$ cat config.mk
export PLATFORM = sky130hd
export DESIGN_NAME = round_robin_task_selector
export DESIGN_NICKNAME = d
export VERILOG_FILES = /design/src/hw/rtl/rrts_pkg.sv /design/src/hw/rtl/round_robin_task_selector.sv /design/src/hw/rtl/rrts_table.sv /design/src/hw/rtl/rrts_seq.sv
export SDC_FILE = /design/constraint.sdc
export NUM_CORES = 1
export LEC_CHECK = 0
export ABC_AREA = 1
export BUFFER_PORTS_ARGS = -buffer_cell sky130_fd_sc_hd__buf_2
export CORE_ASPECT_RATIO = 1.2
export CORE_MARGIN = 3
export CORE_UTILIZATION = 34
export CTS_CLUSTER_DIAMETER = 60
export DETAILED_ROUTE_END_ITERATION = 12
export GPL_ROUTABILITY_DRIVEN = 0
export PLACE_DENSITY = 0.52
export SETUP_SLACK_MARGIN = 0.1
export SYNTH_ARGS = -nofsm -noshare
export SYNTH_HDL_FRONTEND = slang
export SYNTH_HIERARCHICAL = 1
export SYNTH_SLANG_ARGS = --single-unit
export TNS_END_PERCENT = 30
$ cat constraint.sdc
create_clock -name clk -period 8 [get_ports clk]
set_input_delay 2 -clock clk [delete_from_list [all_inputs] [get_ports clk]]
set_output_delay 2 -clock clk [all_outputs]
set_load 0.01 [all_outputs]
$ cat src/hw/rtl/rrts_pkg.sv
// Types and codes shared by the round robin task selector modules.
package rrts_pkg;

  typedef enum logic [2:0] {
    ST_FREE     = 3'd0,
    ST_READY    = 3'd1,
    ST_BLOCKED  = 3'd2,
    ST_SLEEPING = 3'd3,
    ST_TERM     = 3'd4,
    ST_RUNNING  = 3'd5
  } slot_state_t;

  typedef enum logic [2:0] {
    CMD_ADD   = 3'd0,
    CMD_YIELD = 3'd1,
    CMD_SLEEP = 3'd2,
    CMD_BLOCK = 3'd3,
    CMD_WAKE  = 3'd4,
    CMD_TERM  = 3'd5
  } cmd_t;

  typedef enum logic [1:0] {
    STAT_OK          = 2'd0,
    STAT_NONE        = 2'd1,
    STAT_FULL        = 2'd2,
    STAT_NOT_BLOCKED = 2'd3
  } status_t;

  typedef struct packed {
    status_t    status;
    logic [3:0] task_slot;
    logic       switched;
  } res_t;

  typedef struct packed {
    logic        st_we;
    slot_state_t st_wdata;
    logic        wk_we;
  } tbl_ctl_t;

endpackage

$ cat src/hw/rtl/round_robin_task_selector.sv
// Round robin task selector: top level with input capture, result register and config.
// One command at a time: the input stalls until the result is in the output register.
// Unknown codes and zero sleeps go straight to the result, wake and terminate check one slot,
// add seeks a free slot in use or appends one; yield, sleep and block scan for a task to run.
// The result word is registered and shows in the same cycle the next word can be accepted.
// Synchronous reset: slot 0 running, other slots free, one slot in use, ticks_per_us of 1.
module round_robin_task_selector #(
  parameter int TABLE_SLOTS = 16
) (
  input  logic        clk,
  input  logic        rst_n,
  input  logic        cfg_we,
  input  logic [7:0]  cfg_wdata,
  input  logic        in_valid,
  output logic        in_stall,
  input  logic [2:0]  in_cmd,
  input  logic [31:0] in_now_ticks,
  input  logic [31:0] in_sleep_us,
  input  logic [3:0]  in_target_slot,
  output logic        out_valid,
  input  logic        out_stall,
  output logic [1:0]  out_status,
  output logic [3:0]  out_task_slot,
  output logic        out_switched
);

  localparam int SW = $clog2(TABLE_SLOTS);

  logic [7:0]            tpu_r;
  logic [2:0]            cmd_r;
  logic [31:0]           now_r;
  logic [31:0]           us_r;
  logic [3:0]            target_r;
  logic                  out_valid_r;
  rrts_pkg::res_t        out_res_r;

  logic                  accept;
  logic                  out_free;
  logic                  idle;
  logic                  res_valid;
  rrts_pkg::res_t        res;
  logic [SW-1:0]         tbl_addr;
  rrts_pkg::tbl_ctl_t    tbl_ctl;
  logic [31:0]           wk_wdata;
  rrts_pkg::slot_state_t st_rd;
  logic [31:0]           wk_rd;

  assign in_stall      = !idle || !rst_n;
  assign accept        = in_valid && !in_stall;
  assign out_free      = !out_valid_r || !out_stall;
  assign out_valid     = out_valid_r;
  assign out_status    = out_res_r.status;
  assign out_task_slot = out_res_r.task_slot;
  assign out_switched  = out_res_r.switched;

  always_ff @(posedge clk) begin
    if (!rst_n) begin
      tpu_r       <= 8'd1;
      out_valid_r <= 1'b0;
    end else begin
      if (cfg_we) begin
        tpu_r <= cfg_wdata;
      end
      if (res_valid && out_free) begin
        out_valid_r <= 1'b1;
      end else if (!out_stall) begin
        out_valid_r <= 1'b0;
      end
    end
  end

  always_ff @(posedge clk) begin
    if (accept) begin
      cmd_r    <= in_cmd;
      now_r    <= in_now_ticks;
      us_r     <= in_sleep_us;
      target_r <= in_target_slot;
    end
    if (res_valid && out_free) begin
      out_res_r <= res;
    end
  end

  rrts_seq #(
    .TABLE_SLOTS(TABLE_SLOTS)
  ) u_seq (
    .clk          (clk),
    .rst_n        (rst_n),
    .start        (accept),
    .cmd          (cmd_r),
    .now_ticks    (now_r),
    .sleep_us     (us_r),
    .target_slot  (target_r),
    .ticks_per_us (tpu_r),
    .out_free     (out_free),
    .idle         (idle),
    .res_valid    (res_valid),
    .res          (res),
    .tbl_addr     (tbl_addr),
    .tbl_ctl      (tbl_ctl),
    .wk_wdata     (wk_wdata),
    .st_rd        (st_rd),
    .wk_rd        (wk_rd)
  );

  rrts_table #(
    .TABLE_SLOTS(TABLE_SLOTS)
  ) u_table (
    .clk      (clk),
    .rst_n    (rst_n),
    .addr     (tbl_addr),
    .ctl      (tbl_ctl),
    .wk_wdata (wk_wdata),
    .st_rd    (st_rd),
    .wk_rd    (wk_rd)
  );

endmodule

$ cat src/hw/rtl/rrts_table.sv
// Task table: slot state flip-flops and the wake tick memory on one shared address.
module rrts_table #(
  parameter int TABLE_SLOTS = 16
) (
  input  logic                              clk,
  input  logic                              rst_n,
  input  logic [$clog2(TABLE_SLOTS)-1:0]    addr,
  input  rrts_pkg::tbl_ctl_t                ctl,
  input  logic [31:0]                       wk_wdata,
  output rrts_pkg::slot_state_t             st_rd,
  output logic [31:0]                       wk_rd
);

  rrts_pkg::slot_state_t state_r [TABLE_SLOTS];
  logic [31:0]           wake_mem [TABLE_SLOTS];
  logic [31:0]           wk_rd_r;

  assign st_rd = state_r[addr];
  assign wk_rd = wk_rd_r;

  always_ff @(posedge clk) begin
    if (!rst_n) begin
      for (int i = 0; i < TABLE_SLOTS; i++) begin
        state_r[i] <= (i == 0) ? rrts_pkg::ST_RUNNING : rrts_pkg::ST_FREE;
      end
    end else if (ctl.st_we) begin
      state_r[addr] <= ctl.st_wdata;
    end
  end

  always_ff @(posedge clk) begin
    if (ctl.wk_we) begin
      wake_mem[addr] <= wk_wdata;
    end
    wk_rd_r <= wake_mem[addr];
  end

endmodule

$ cat src/hw/rtl/rrts_seq.sv
// Sequencer: one slot per cycle, plus wake checks on sleepers; one shared adder.
module rrts_seq #(
  parameter int TABLE_SLOTS = 16
) (
  input  logic                              clk,
  input  logic                              rst_n,
  input  logic                              start,
  input  logic [2:0]                        cmd,
  input  logic [31:0]                       now_ticks,
  input  logic [31:0]                       sleep_us,
  input  logic [3:0]                        target_slot,
  input  logic [7:0]                        ticks_per_us,
  input  logic                              out_free,
  output logic                              idle,
  output logic                              res_valid,
  output rrts_pkg::res_t                    res,
  output logic [$clog2(TABLE_SLOTS)-1:0]    tbl_addr,
  output rrts_pkg::tbl_ctl_t                tbl_ctl,
  output logic [31:0]                       wk_wdata,
  input  rrts_pkg::slot_state_t             st_rd,
  input  logic [31:0]                       wk_rd
);

  localparam int SW = $clog2(TABLE_SLOTS);
  localparam int CW = $clog2(TABLE_SLOTS + 1);

  typedef enum logic [3:0] {
    S_IDLE, S_DECODE, S_ADD, S_SLP_MUL, S_SLP_ADD, S_BLOCK, S_WAKE, S_TERM,
    S_SCAN_INIT, S_SCAN, S_SCAN_WAKE, S_YLD_FIN, S_DONE
  } seq_state_t;

  seq_state_t     state_r, state_nxt;
  logic [CW-1:0]  slot_count_r, slot_count_nxt;
  logic [CW-1:0]  scan_pos_r, scan_pos_nxt;
  logic [SW-1:0]  current_r, current_nxt;
  logic           cur_gone_r, cur_gone_nxt;
  logic [CW-1:0]  n_r, n_nxt;
  logic [CW-1:0]  cnt_r, cnt_nxt;
  logic [CW-1:0]  idx_r, idx_nxt;
  logic [31:0]    prod_r, prod_nxt;
  rrts_pkg::res_t res_r, res_nxt;

  logic [31:0]    op_a, op_b, sum;
  logic           op_cin;
  logic [CW-1:0]  nn_inc, nn;
  logic           cur_running;
  logic           target_ok;

  assign nn_inc      = CW'(n_r + 1'b1);
  assign nn          = (nn_inc >= slot_count_r) ? '0 : nn_inc;
  assign cur_running = !cur_gone_r && (st_rd == rrts_pkg::ST_RUNNING);
  assign target_ok   = 7'(target_slot) < 7'(TABLE_SLOTS);

  always_comb begin
    if (state_r == S_SLP_ADD) begin
      op_a   = now_ticks;
      op_b   = prod_r;
      op_cin = 1'b0;
    end else begin
      op_a   = wk_rd;
      op_b   = ~now_ticks;
      op_cin = 1'b1;
    end
    sum = 32'(op_a + op_b + 32'(op_cin));
  end

  assign wk_wdata  = sum;
  assign idle      = (state_r == S_IDLE);
  assign res_valid = (state_r == S_DONE);
  assign res       = res_r;

  always_comb begin
    state_nxt      = state_r;
    slot_count_nxt = slot_count_r;
    scan_pos_nxt   = scan_pos_r;
    current_nxt    = current_r;
    cur_gone_nxt   = cur_gone_r;
    n_nxt          = n_r;
    cnt_nxt        = cnt_r;
    idx_nxt        = idx_r;
    prod_nxt       = prod_r;
    res_nxt        = res_r;
    tbl_addr       = current_r;
    tbl_ctl        = '0;

    case (state_r)
      S_IDLE: begin
        if (start) begin
          state_nxt = S_DECODE;
        end
      end
      S_DECODE: begin
        res_nxt.status    = rrts_pkg::STAT_OK;
        res_nxt.task_slot = 4'(current_r);
        res_nxt.switched  = 1'b0;
        idx_nxt           = '0;
        case (cmd)
          rrts_pkg::CMD_ADD:   state_nxt = S_ADD;
          rrts_pkg::CMD_YIELD: state_nxt = S_SCAN_INIT;
          rrts_pkg::CMD_SLEEP: state_nxt = (sleep_us == 32'd0) ? S_DONE : S_SLP_MUL;
          rrts_pkg::CMD_BLOCK: state_nxt = S_BLOCK;
          rrts_pkg::CMD_WAKE:  state_nxt = S_WAKE;
          rrts_pkg::CMD_TERM:  state_nxt = S_TERM;
          default:             state_nxt = S_DONE;
        endcase
      end
      S_ADD: begin
        tbl_addr = idx_r[SW-1:0];
        if (idx_r == slot_count_r) begin
          if (slot_count_r >= CW'(TABLE_SLOTS)) begin
            res_nxt.status    = rrts_pkg::STAT_FULL;
            res_nxt.task_slot = 4'd0;
          end else begin
            tbl_ctl.st_we     = 1'b1;
            tbl_ctl.st_wdata  = rrts_pkg::ST_READY;
            res_nxt.task_slot = 4'(slot_count_r);
            slot_count_nxt    = CW'(slot_count_r + 1'b1);
          end
          state_nxt = S_DONE;
        end else if (st_rd == rrts_pkg::ST_FREE) begin
          tbl_ctl.st_we     = 1'b1;
          tbl_ctl.st_wdata  = rrts_pkg::ST_READY;
          res_nxt.task_slot = 4'(idx_r);
          state_nxt         = S_DONE;
        end else begin
          idx_nxt = CW'(idx_r + 1'b1);
        end
      end
      S_SLP_MUL: begin
        prod_nxt  = 32'(sleep_us * 32'(ticks_per_us));
        state_nxt = S_SLP_ADD;
      end
      S_SLP_ADD: begin
        if (cur_running) begin
          tbl_ctl.st_we    = 1'b1;
          tbl_ctl.st_wdata = rrts_pkg::ST_SLEEPING;
          tbl_ctl.wk_we    = 1'b1;
        end
        state_nxt = S_SCAN_INIT;
      end
      S_BLOCK: begin
        if (cur_running) begin
          tbl_ctl.st_we    = 1'b1;
          tbl_ctl.st_wdata = rrts_pkg::ST_BLOCKED;
        end
        state_nxt = S_SCAN_INIT;
      end
      S_WAKE: begin
        tbl_addr          = SW'(target_slot);
        res_nxt.task_slot = target_slot;
        if (target_ok && st_rd == rrts_pkg::ST_BLOCKED) begin
          tbl_ctl.st_we    = 1'b1;
          tbl_ctl.st_wdata = rrts_pkg::ST_READY;
        end else begin
          res_nxt.status = rrts_pkg::STAT_NOT_BLOCKED;
        end
        state_nxt = S_DONE;
      end
      S_TERM: begin
        if (!cur_gone_r && st_rd != rrts_pkg::ST_FREE) begin
          tbl_ctl.st_we    = 1'b1;
          tbl_ctl.st_wdata = rrts_pkg::ST_TERM;
        end
        state_nxt = S_DONE;
      end
      S_SCAN_INIT: begin
        n_nxt     = (scan_pos_r < CW'(TABLE_SLOTS)) ? scan_pos_r : '0;
        cnt_nxt   = slot_count_r;
        state_nxt = S_SCAN;
      end
      S_SCAN: begin
        tbl_addr = nn[SW-1:0];
        n_nxt    = nn;
        cnt_nxt  = CW'(cnt_r - 1'b1);
        if (cnt_r == '0) begin
          scan_pos_nxt      = CW'(TABLE_SLOTS);
          res_nxt.status    = rrts_pkg::STAT_NONE;
          res_nxt.task_slot = (cmd == rrts_pkg::CMD_BLOCK) ? 4'(current_r) : 4'd0;
          res_nxt.switched  = 1'b0;
          state_nxt         = S_DONE;
        end else begin
          case (st_rd)
            rrts_pkg::ST_READY: begin
              tbl_ctl.st_we    = 1'b1;
              tbl_ctl.st_wdata = rrts_pkg::ST_RUNNING;
              state_nxt        = S_YLD_FIN;
            end
            rrts_pkg::ST_RUNNING: begin
              if (nn[SW-1:0] == current_r && !cur_gone_r) begin
                state_nxt = S_YLD_FIN;
              end
            end
            rrts_pkg::ST_SLEEPING: begin
              state_nxt = S_SCAN_WAKE;
            end
            rrts_pkg::ST_TERM: begin
              tbl_ctl.st_we    = 1'b1;
              tbl_ctl.st_wdata = rrts_pkg::ST_FREE;
              if (CW'(nn + 1'b1) == slot_count_r) begin
                slot_count_nxt = CW'(slot_count_r - 1'b1);
              end
              if (nn[SW-1:0] == current_r) begin
                cur_gone_nxt = 1'b1;
              end
              scan_pos_nxt      = CW'(TABLE_SLOTS);
              res_nxt.status    = rrts_pkg::STAT_NONE;
              res_nxt.task_slot = (cmd == rrts_pkg::CMD_BLOCK) ? 4'(current_r) : 4'd0;
              res_nxt.switched  = 1'b0;
              state_nxt         = S_DONE;
            end
            default: begin
            end
          endcase
        end
      end
      S_SCAN_WAKE: begin
        tbl_addr = n_r[SW-1:0];
        if (sum != 32'd0 && !sum[31]) begin
          state_nxt = S_SCAN;
        end else begin
          tbl_ctl.st_we    = 1'b1;
          tbl_ctl.st_wdata = rrts_pkg::ST_RUNNING;
          state_nxt        = S_YLD_FIN;
        end
      end
      S_YLD_FIN: begin
        scan_pos_nxt      = n_r;
        res_nxt.status    = rrts_pkg::STAT_OK;
        res_nxt.task_slot = (cmd == rrts_pkg::CMD_BLOCK) ? 4'(current_r) : 4'(n_r);
        if (n_r[SW-1:0] == current_r && !cur_gone_r) begin
          res_nxt.switched = 1'b0;
        end else begin
          if (cur_running) begin
            tbl_ctl.st_we    = 1'b1;
            tbl_ctl.st_wdata = rrts_pkg::ST_READY;
          end
          current_nxt      = n_r[SW-1:0];
          cur_gone_nxt     = 1'b0;
          res_nxt.switched = 1'b1;
        end
        state_nxt = S_DONE;
      end
      S_DONE: begin
        if (out_free) begin
          state_nxt = S_IDLE;
        end
      end
      default: begin
        state_nxt = S_IDLE;
      end
    endcase
  end

  always_ff @(posedge clk) begin
    if (!rst_n) begin
      state_r      <= S_IDLE;
      slot_count_r <= CW'(1);
      scan_pos_r   <= '0;
      current_r    <= '0;
      cur_gone_r   <= 1'b0;
    end else begin
      state_r      <= state_nxt;
      slot_count_r <= slot_count_nxt;
      scan_pos_r   <= scan_pos_nxt;
      current_r    <= current_nxt;
      cur_gone_r   <= cur_gone_nxt;
    end
    n_r    <= n_nxt;
    cnt_r  <= cnt_nxt;
    idx_r  <= idx_nxt;
    prod_r <= prod_nxt;
    res_r  <= res_nxt;
  end

endmodule

======== Yosys cells after proc, flatten, opt, wreduce, memory -nomap -nowiden ========
Memories as Yosys holds them, arrays and structs flattened. A register that Yosys moved wholly into a read port is not among the register bits.
Index checks and enable logic that the tools add are counted.
word-level totals
  bits in registers ....................... 160
  latch bits .............................. 0
  bits in writable memories ............... 560
  bits in read-only memories .............. 0
  input bits .............................. 84
  output and inout port bits .............. 9
  logic and storage cells ................. 196
  memories ................................ 2
memory list
  name              words  width  read ports  clocked after memory_dff  write ports  RTL line          source
  u_table.wake_mem  16     32     1           1                         1            rrts_table.sv:15  logic [31:0] wake_mem [TABLE_SLOTS];
  u_table.state_r   16     3      1           0                         16           rrts_table.sv:14  rrts_pkg::slot_state_t state_r [TABLE_SLOTS];
cells by class
  add/sub/neg operators ................... 8
  multipliers ............................. 1
  divide/modulo/power cells ............... 0
  $lt $le $gt $ge ......................... 3
  eq/ne operators ......................... 44
  shifts and indexed selects .............. 0
  muxes and demuxes ....................... 74
  bitwise gates (word level) .............. 2
  reduce and logical (&&, ||, !) cells .... 41
operators with widths
  kind                   number
  $mux W4                23
  $mux W32               2
  $mux W5                12
  $pmux W5 S2            5
  $pmux W4 S10           1
  $add A32 B1 Y32        1
  $add A32 B32 Y32       1
  $logic_not A32 Y1      1
  $mul A32 B8 Y32        1
  $not A32 Y32           1
  $pmux W4 S4            2
  $pmux W4 S8            1
  $reduce_bool A32 Y1    1
  $pmux W6 S5            1
  $pmux W4 S6            1
  $add A5 B1 Y5 const B  4
  $eq A4 B4 Y1 const B   5
  $ne A2 B2 Y1 const B   9
  $eq A4 B3 Y1 const B   4
  $mux W1                16
  $reduce_and A5 Y1      3
  $mux W7                2
  $eq A3 B2 Y1 const B   4
  $eq A3 B3 Y1 const B   4
  34 further kinds       68

======== Logic depth before layout (Yosys ltp) ========
An unclocked memory read counts as a cell.
  depth after elaboration ................. 15
  mapped depth ............................ 42
  gate-level depth less buffers ........... 37

======== Hierarchy ========
The synthesis kept the hierarchy.
modules (own cells, without submodules)
  module                     times used  cells each  area an instance (sq um)  sequential area each (sq um)
  rrts_table                 1           2406        24464.7                   17456.7
  rrts_seq                   1           2150        14142.3                   2001.9
  round_robin_task_selector  1           136         2733.9                    2522.4

======== Worst setup path after synthesis ========
OpenSTA, ideal clock, no wires.
  kind .................................... input-to-reg
  from .................................... input rst_n
  to ...................................... register u_seq.state_r[1]
  library setup time ...................... 0.066 ns
  arrival time ............................ 6.504 ns
  setup slack ............................. 1.430 ns
  stages on the path ...................... 9
  buffers on the path ..................... 1
  cell sequence ........................... buf_2 nand2_1 nor2_1 o311ai_0 a21oi_1 nand2_1 nor2_2 nand2_1 a21oi_2
between the ends
  word-level cells in the longest chain between the ends .. 6
ends and longest elaborated chain
  item                         RTL line                         source
  start, declared              round_robin_task_selector.sv:11  input logic rst_n,
  $logic_not A1 Y1             --
  $logic_or A1 B1 Y1           round_robin_task_selector.sv:48  assign in_stall = !idle || !rst_n;
  net in_stall                 round_robin_task_selector.sv:15  output logic in_stall,
  $logic_not A1 Y1             round_robin_task_selector.sv:49  assign accept = in_valid && !in_stall;
  $logic_and A1 B1 Y1          round_robin_task_selector.sv:49
  net accept                   round_robin_task_selector.sv:37  logic accept;
  $ne A2 B2 Y1 (no line)       --
  $reduce_and A5 Y1 (no line)  --
  end signal, assigned         rrts_seq.sv:262                  state_r <= state_nxt;
  end, declared                rrts_seq.sv:32                   seq_state_t state_r, state_nxt;
The timed path passes the listed nets, and every way through them passes these cells.
A chain may end at the register's enable or synchronous reset.

==> impl_metrics.ini <==
[setup_path]
reg2reg_from = u_seq/n_r[0]
rr_endpoint = u_table/wake_mem[11][18]
r2r_slack_ns = 1.55
cp-end-kind = flop
crit_family = simple AND/OR/NAND/NOR gates
cp-start-kind = flop
slowest_delay_ns = 0.88
critPathArrivalTime_ns = 6.80
worstSetupPathType = flop to flop
worstPathRequired_ns = 8.36
cp_num_buf_inv = 8
r2r_cells = 29
cpMostUsedCell = nand2_1
cp_max_fo = 39
crit_slowest_cell = nor3_2

[flow_run]
cap_violations = 0

[layout]
mostFrequentLayoutCells = nand2_1, edfxtp_1, inv_1
final_nets = 5046
final_cells = 6413
layout-drive-gt1-share_pct = 7.037
syn_to_final_growth_pct = 11.77
final_common_cell = nand2_1

[sta]
tightest_slew_ns = 1.109
fin_crit_ns = 6.445
fin_crit_sh_pct = 80.57
final_max_slew_viol_count = 0
fmax_mhz = 155.2
slew_headroom_pct = 25.77
fin_skew_ns = 0.04071
finalSetupTns_ns = 0
setup_violations = 0
rsz0062_at_grt = false
finalHoldViolations = 0

[detailed_routing]
vias = 29638
dr.pass1.iters = 5
drt_iter0_drc = 2052
drc_errors = 0
viasPerCell = 4.622
wl_um = 109600
ant_nets = 0
wl_per_cell_um = 17.09

[place]
placed_cells = 6256
place_hpwl_um = 74700
io_buffers = 92

[synthesis]
ys_types = 48
synth_top_area_cell = edfxtp_1
ys_warn_count = 6
synth_cells = 4692
syn_avg_cell_area_um2 = 8.811
async_reset_ff_share_pct = 0
synth_top_area_share_pct = 50.26
synth_flop_cell = edfxtp_1
ys_seq_area_share_pct = 53.17
synth.area.top_cells = edfxtp_1, nand2_1, fa_1
syn-num-nets = 5017
synth-edff-count = 692
synth.ff_latch_count = 752
syn_area_mm2 = 0.04134

[clock_network]
clock-root-buffer = clkbuf_16
insertion_delay_ns = 0.68
htree_levels = 3
postCtsHoldBufs = 0
postCtsSetupRepairBufs = 0
cts_tree = built
clock-sinks = 752
clockBufferDepth = 3
clk_pin_slew_ns = 0.06
cts_inserted_buffers = 84
cts.repair.resized = 0

[floorplanning]
die-width_um = 324.3
die_h_um = 388.0
start_util_pct = 34.40
rows = 139
dieArea_mm2 = 0.1258
core_mm2 = 0.1202
top_level_ports = 93

[global_route]
grt_max_degree = 155
antenna_found_initial = 4
grt_use_total_pct = 17.18
grt-ovfl-total = 0
grt_pass1_vias = 29440
grt_pass1_wl_um = 170100

[hold_path]
hold_end = out_task_slot[2]
min-delay-path-class = flop to flop
min-delay-start = u_seq/res[3]
whs_path_depth = 0

[pwr]
peakVddDrop_v = 0.0001963
powerDensity_mw_per_mm2 = 308.8
p_leak_uw = 0.02101

[status]
outcome = complete, no violations
layout make-up:
| class | instances | area (um^2) |
|---|---|---|
| Timing Repair Buffer | 133 | 805.8 |
| Inverter | 616 | 2322 |
| Antenna cell | 3 | 7.507 |
| Fill cell | 12162 | 73970 |
| Clock buffer | 106 | 2215 |
| Clock inverter | 48 | 543.0 |
| Sequential cell | 752 | 21980 |
| Tap cell | 1621 | 2028 |
| Multi-Input combinational cell | 3134 | 16300 |
metrics by stage:
stage               total power (uW)  area (um^2)  worst slack, ns  utilization, %  hold WS (ns)
floorplan                       8724        41340            1.430               -        0.4003
global placement               10500        43440            1.723           36.15        0.4070
detailed placement             10520        43440            1.651           36.15        0.4045
CTS                            14420        46200            1.597           38.44        0.4202
global route                   15200        46200            1.016           38.45        0.4483
finish                         14270        46210            1.555           38.45        0.4222
layer usage:
layer / vias up / part of all wire, % / track usage [%]
met5: - / 0 / 0
met4: 0 / 2.8 / 5.645
met3: 166 / 4.4 / 2.081
met2: 622 / 49 / 29.98
met1: 14163 / 44 / 22.13
li1: 14687 / - / -
worst max path at each step:
| stage | startpoint | end | slack (ns) | cells after the start |
|---|---|---|---|---|
| 3_5_place_dp | u_seq/n_r[0] | u_table/wake_mem[11][7] | 1.65 | 29 |
| 3_3_place_gp | u_seq/n_r[0] | u_table/wake_mem[11][14] | 1.72 | 29 |
| 6_report | u_seq/n_r[0] | u_table/wake_mem[11][18] | 1.55 | 29 |
| 4_1_cts | u_seq/n_r[0] | u_table/wake_mem[11][18] | 1.60 | 29 |
| 5_1_grt | u_seq/n_r[0] | u_table/wake_mem[11][18] | 1.02 | 29 |
| 2_1_floorplan | rst_n | u_seq/state_r[1] | 1.43 | 9 |
cells in the mapped netlist, drive strengths merged (3+ instances only):
cell type / number
o21bai: 4
nand3: 99
edfxtp: 692
a31oi: 5
a221oi: 5
a21o: 3
nor3: 31
inv: 612
dfxtp: 60
buf: 108
a21oi: 83
o21ai: 76
or2: 3
nor2: 190
xnor2: 30
xor2: 34
fa: 159
clkinv: 4
ha: 82
nor4: 14
nand3b: 8
nand4: 22
o221ai: 5
o211ai: 4
a22oi: 3
nand2: 2264
clkbuf: 82
kinds of logic after synthesis:
logic type | Yosys count | share of synthesized area [%]
adders and majority gates | 241 | 10.18
muxes | 1 | 0.02421
buffers and inverters | 806 | 7.736
xor gates and xnor gates | 64 | 1.356
AOI/OAI and AO/OA | 196 | 2.657
and+or+nand+nor | 2632 | 24.88
DFF | 752 | 53.17
flip-flops by register name (all words and copies together), names as in the netlist, 5 cells and up:
register and cells:
u_seq/idx_r 5, tpu_r 8, u_seq/slot_count_r 5, u_seq/n_r 5, u_table/state_r 48, u_table/wake_mem 512, u_seq/res 7, u_seq/scan_pos_r 5
us_r 32, u_seq/prod_r 32, u_table/wk_rd 32, now_r 32, u_seq/cnt_r 5
where the power goes:
| part | total [uW] | internal (uW) | switching [uW] |
|---|---|---|---|
| clock | 3850 | 2200 | 1660 |
| sequential | 5520 | 5370 | 157 |
| combinational | 4890 | 1300 | 3590 |
No activity file was read; power rests on OpenSTA's default activity.
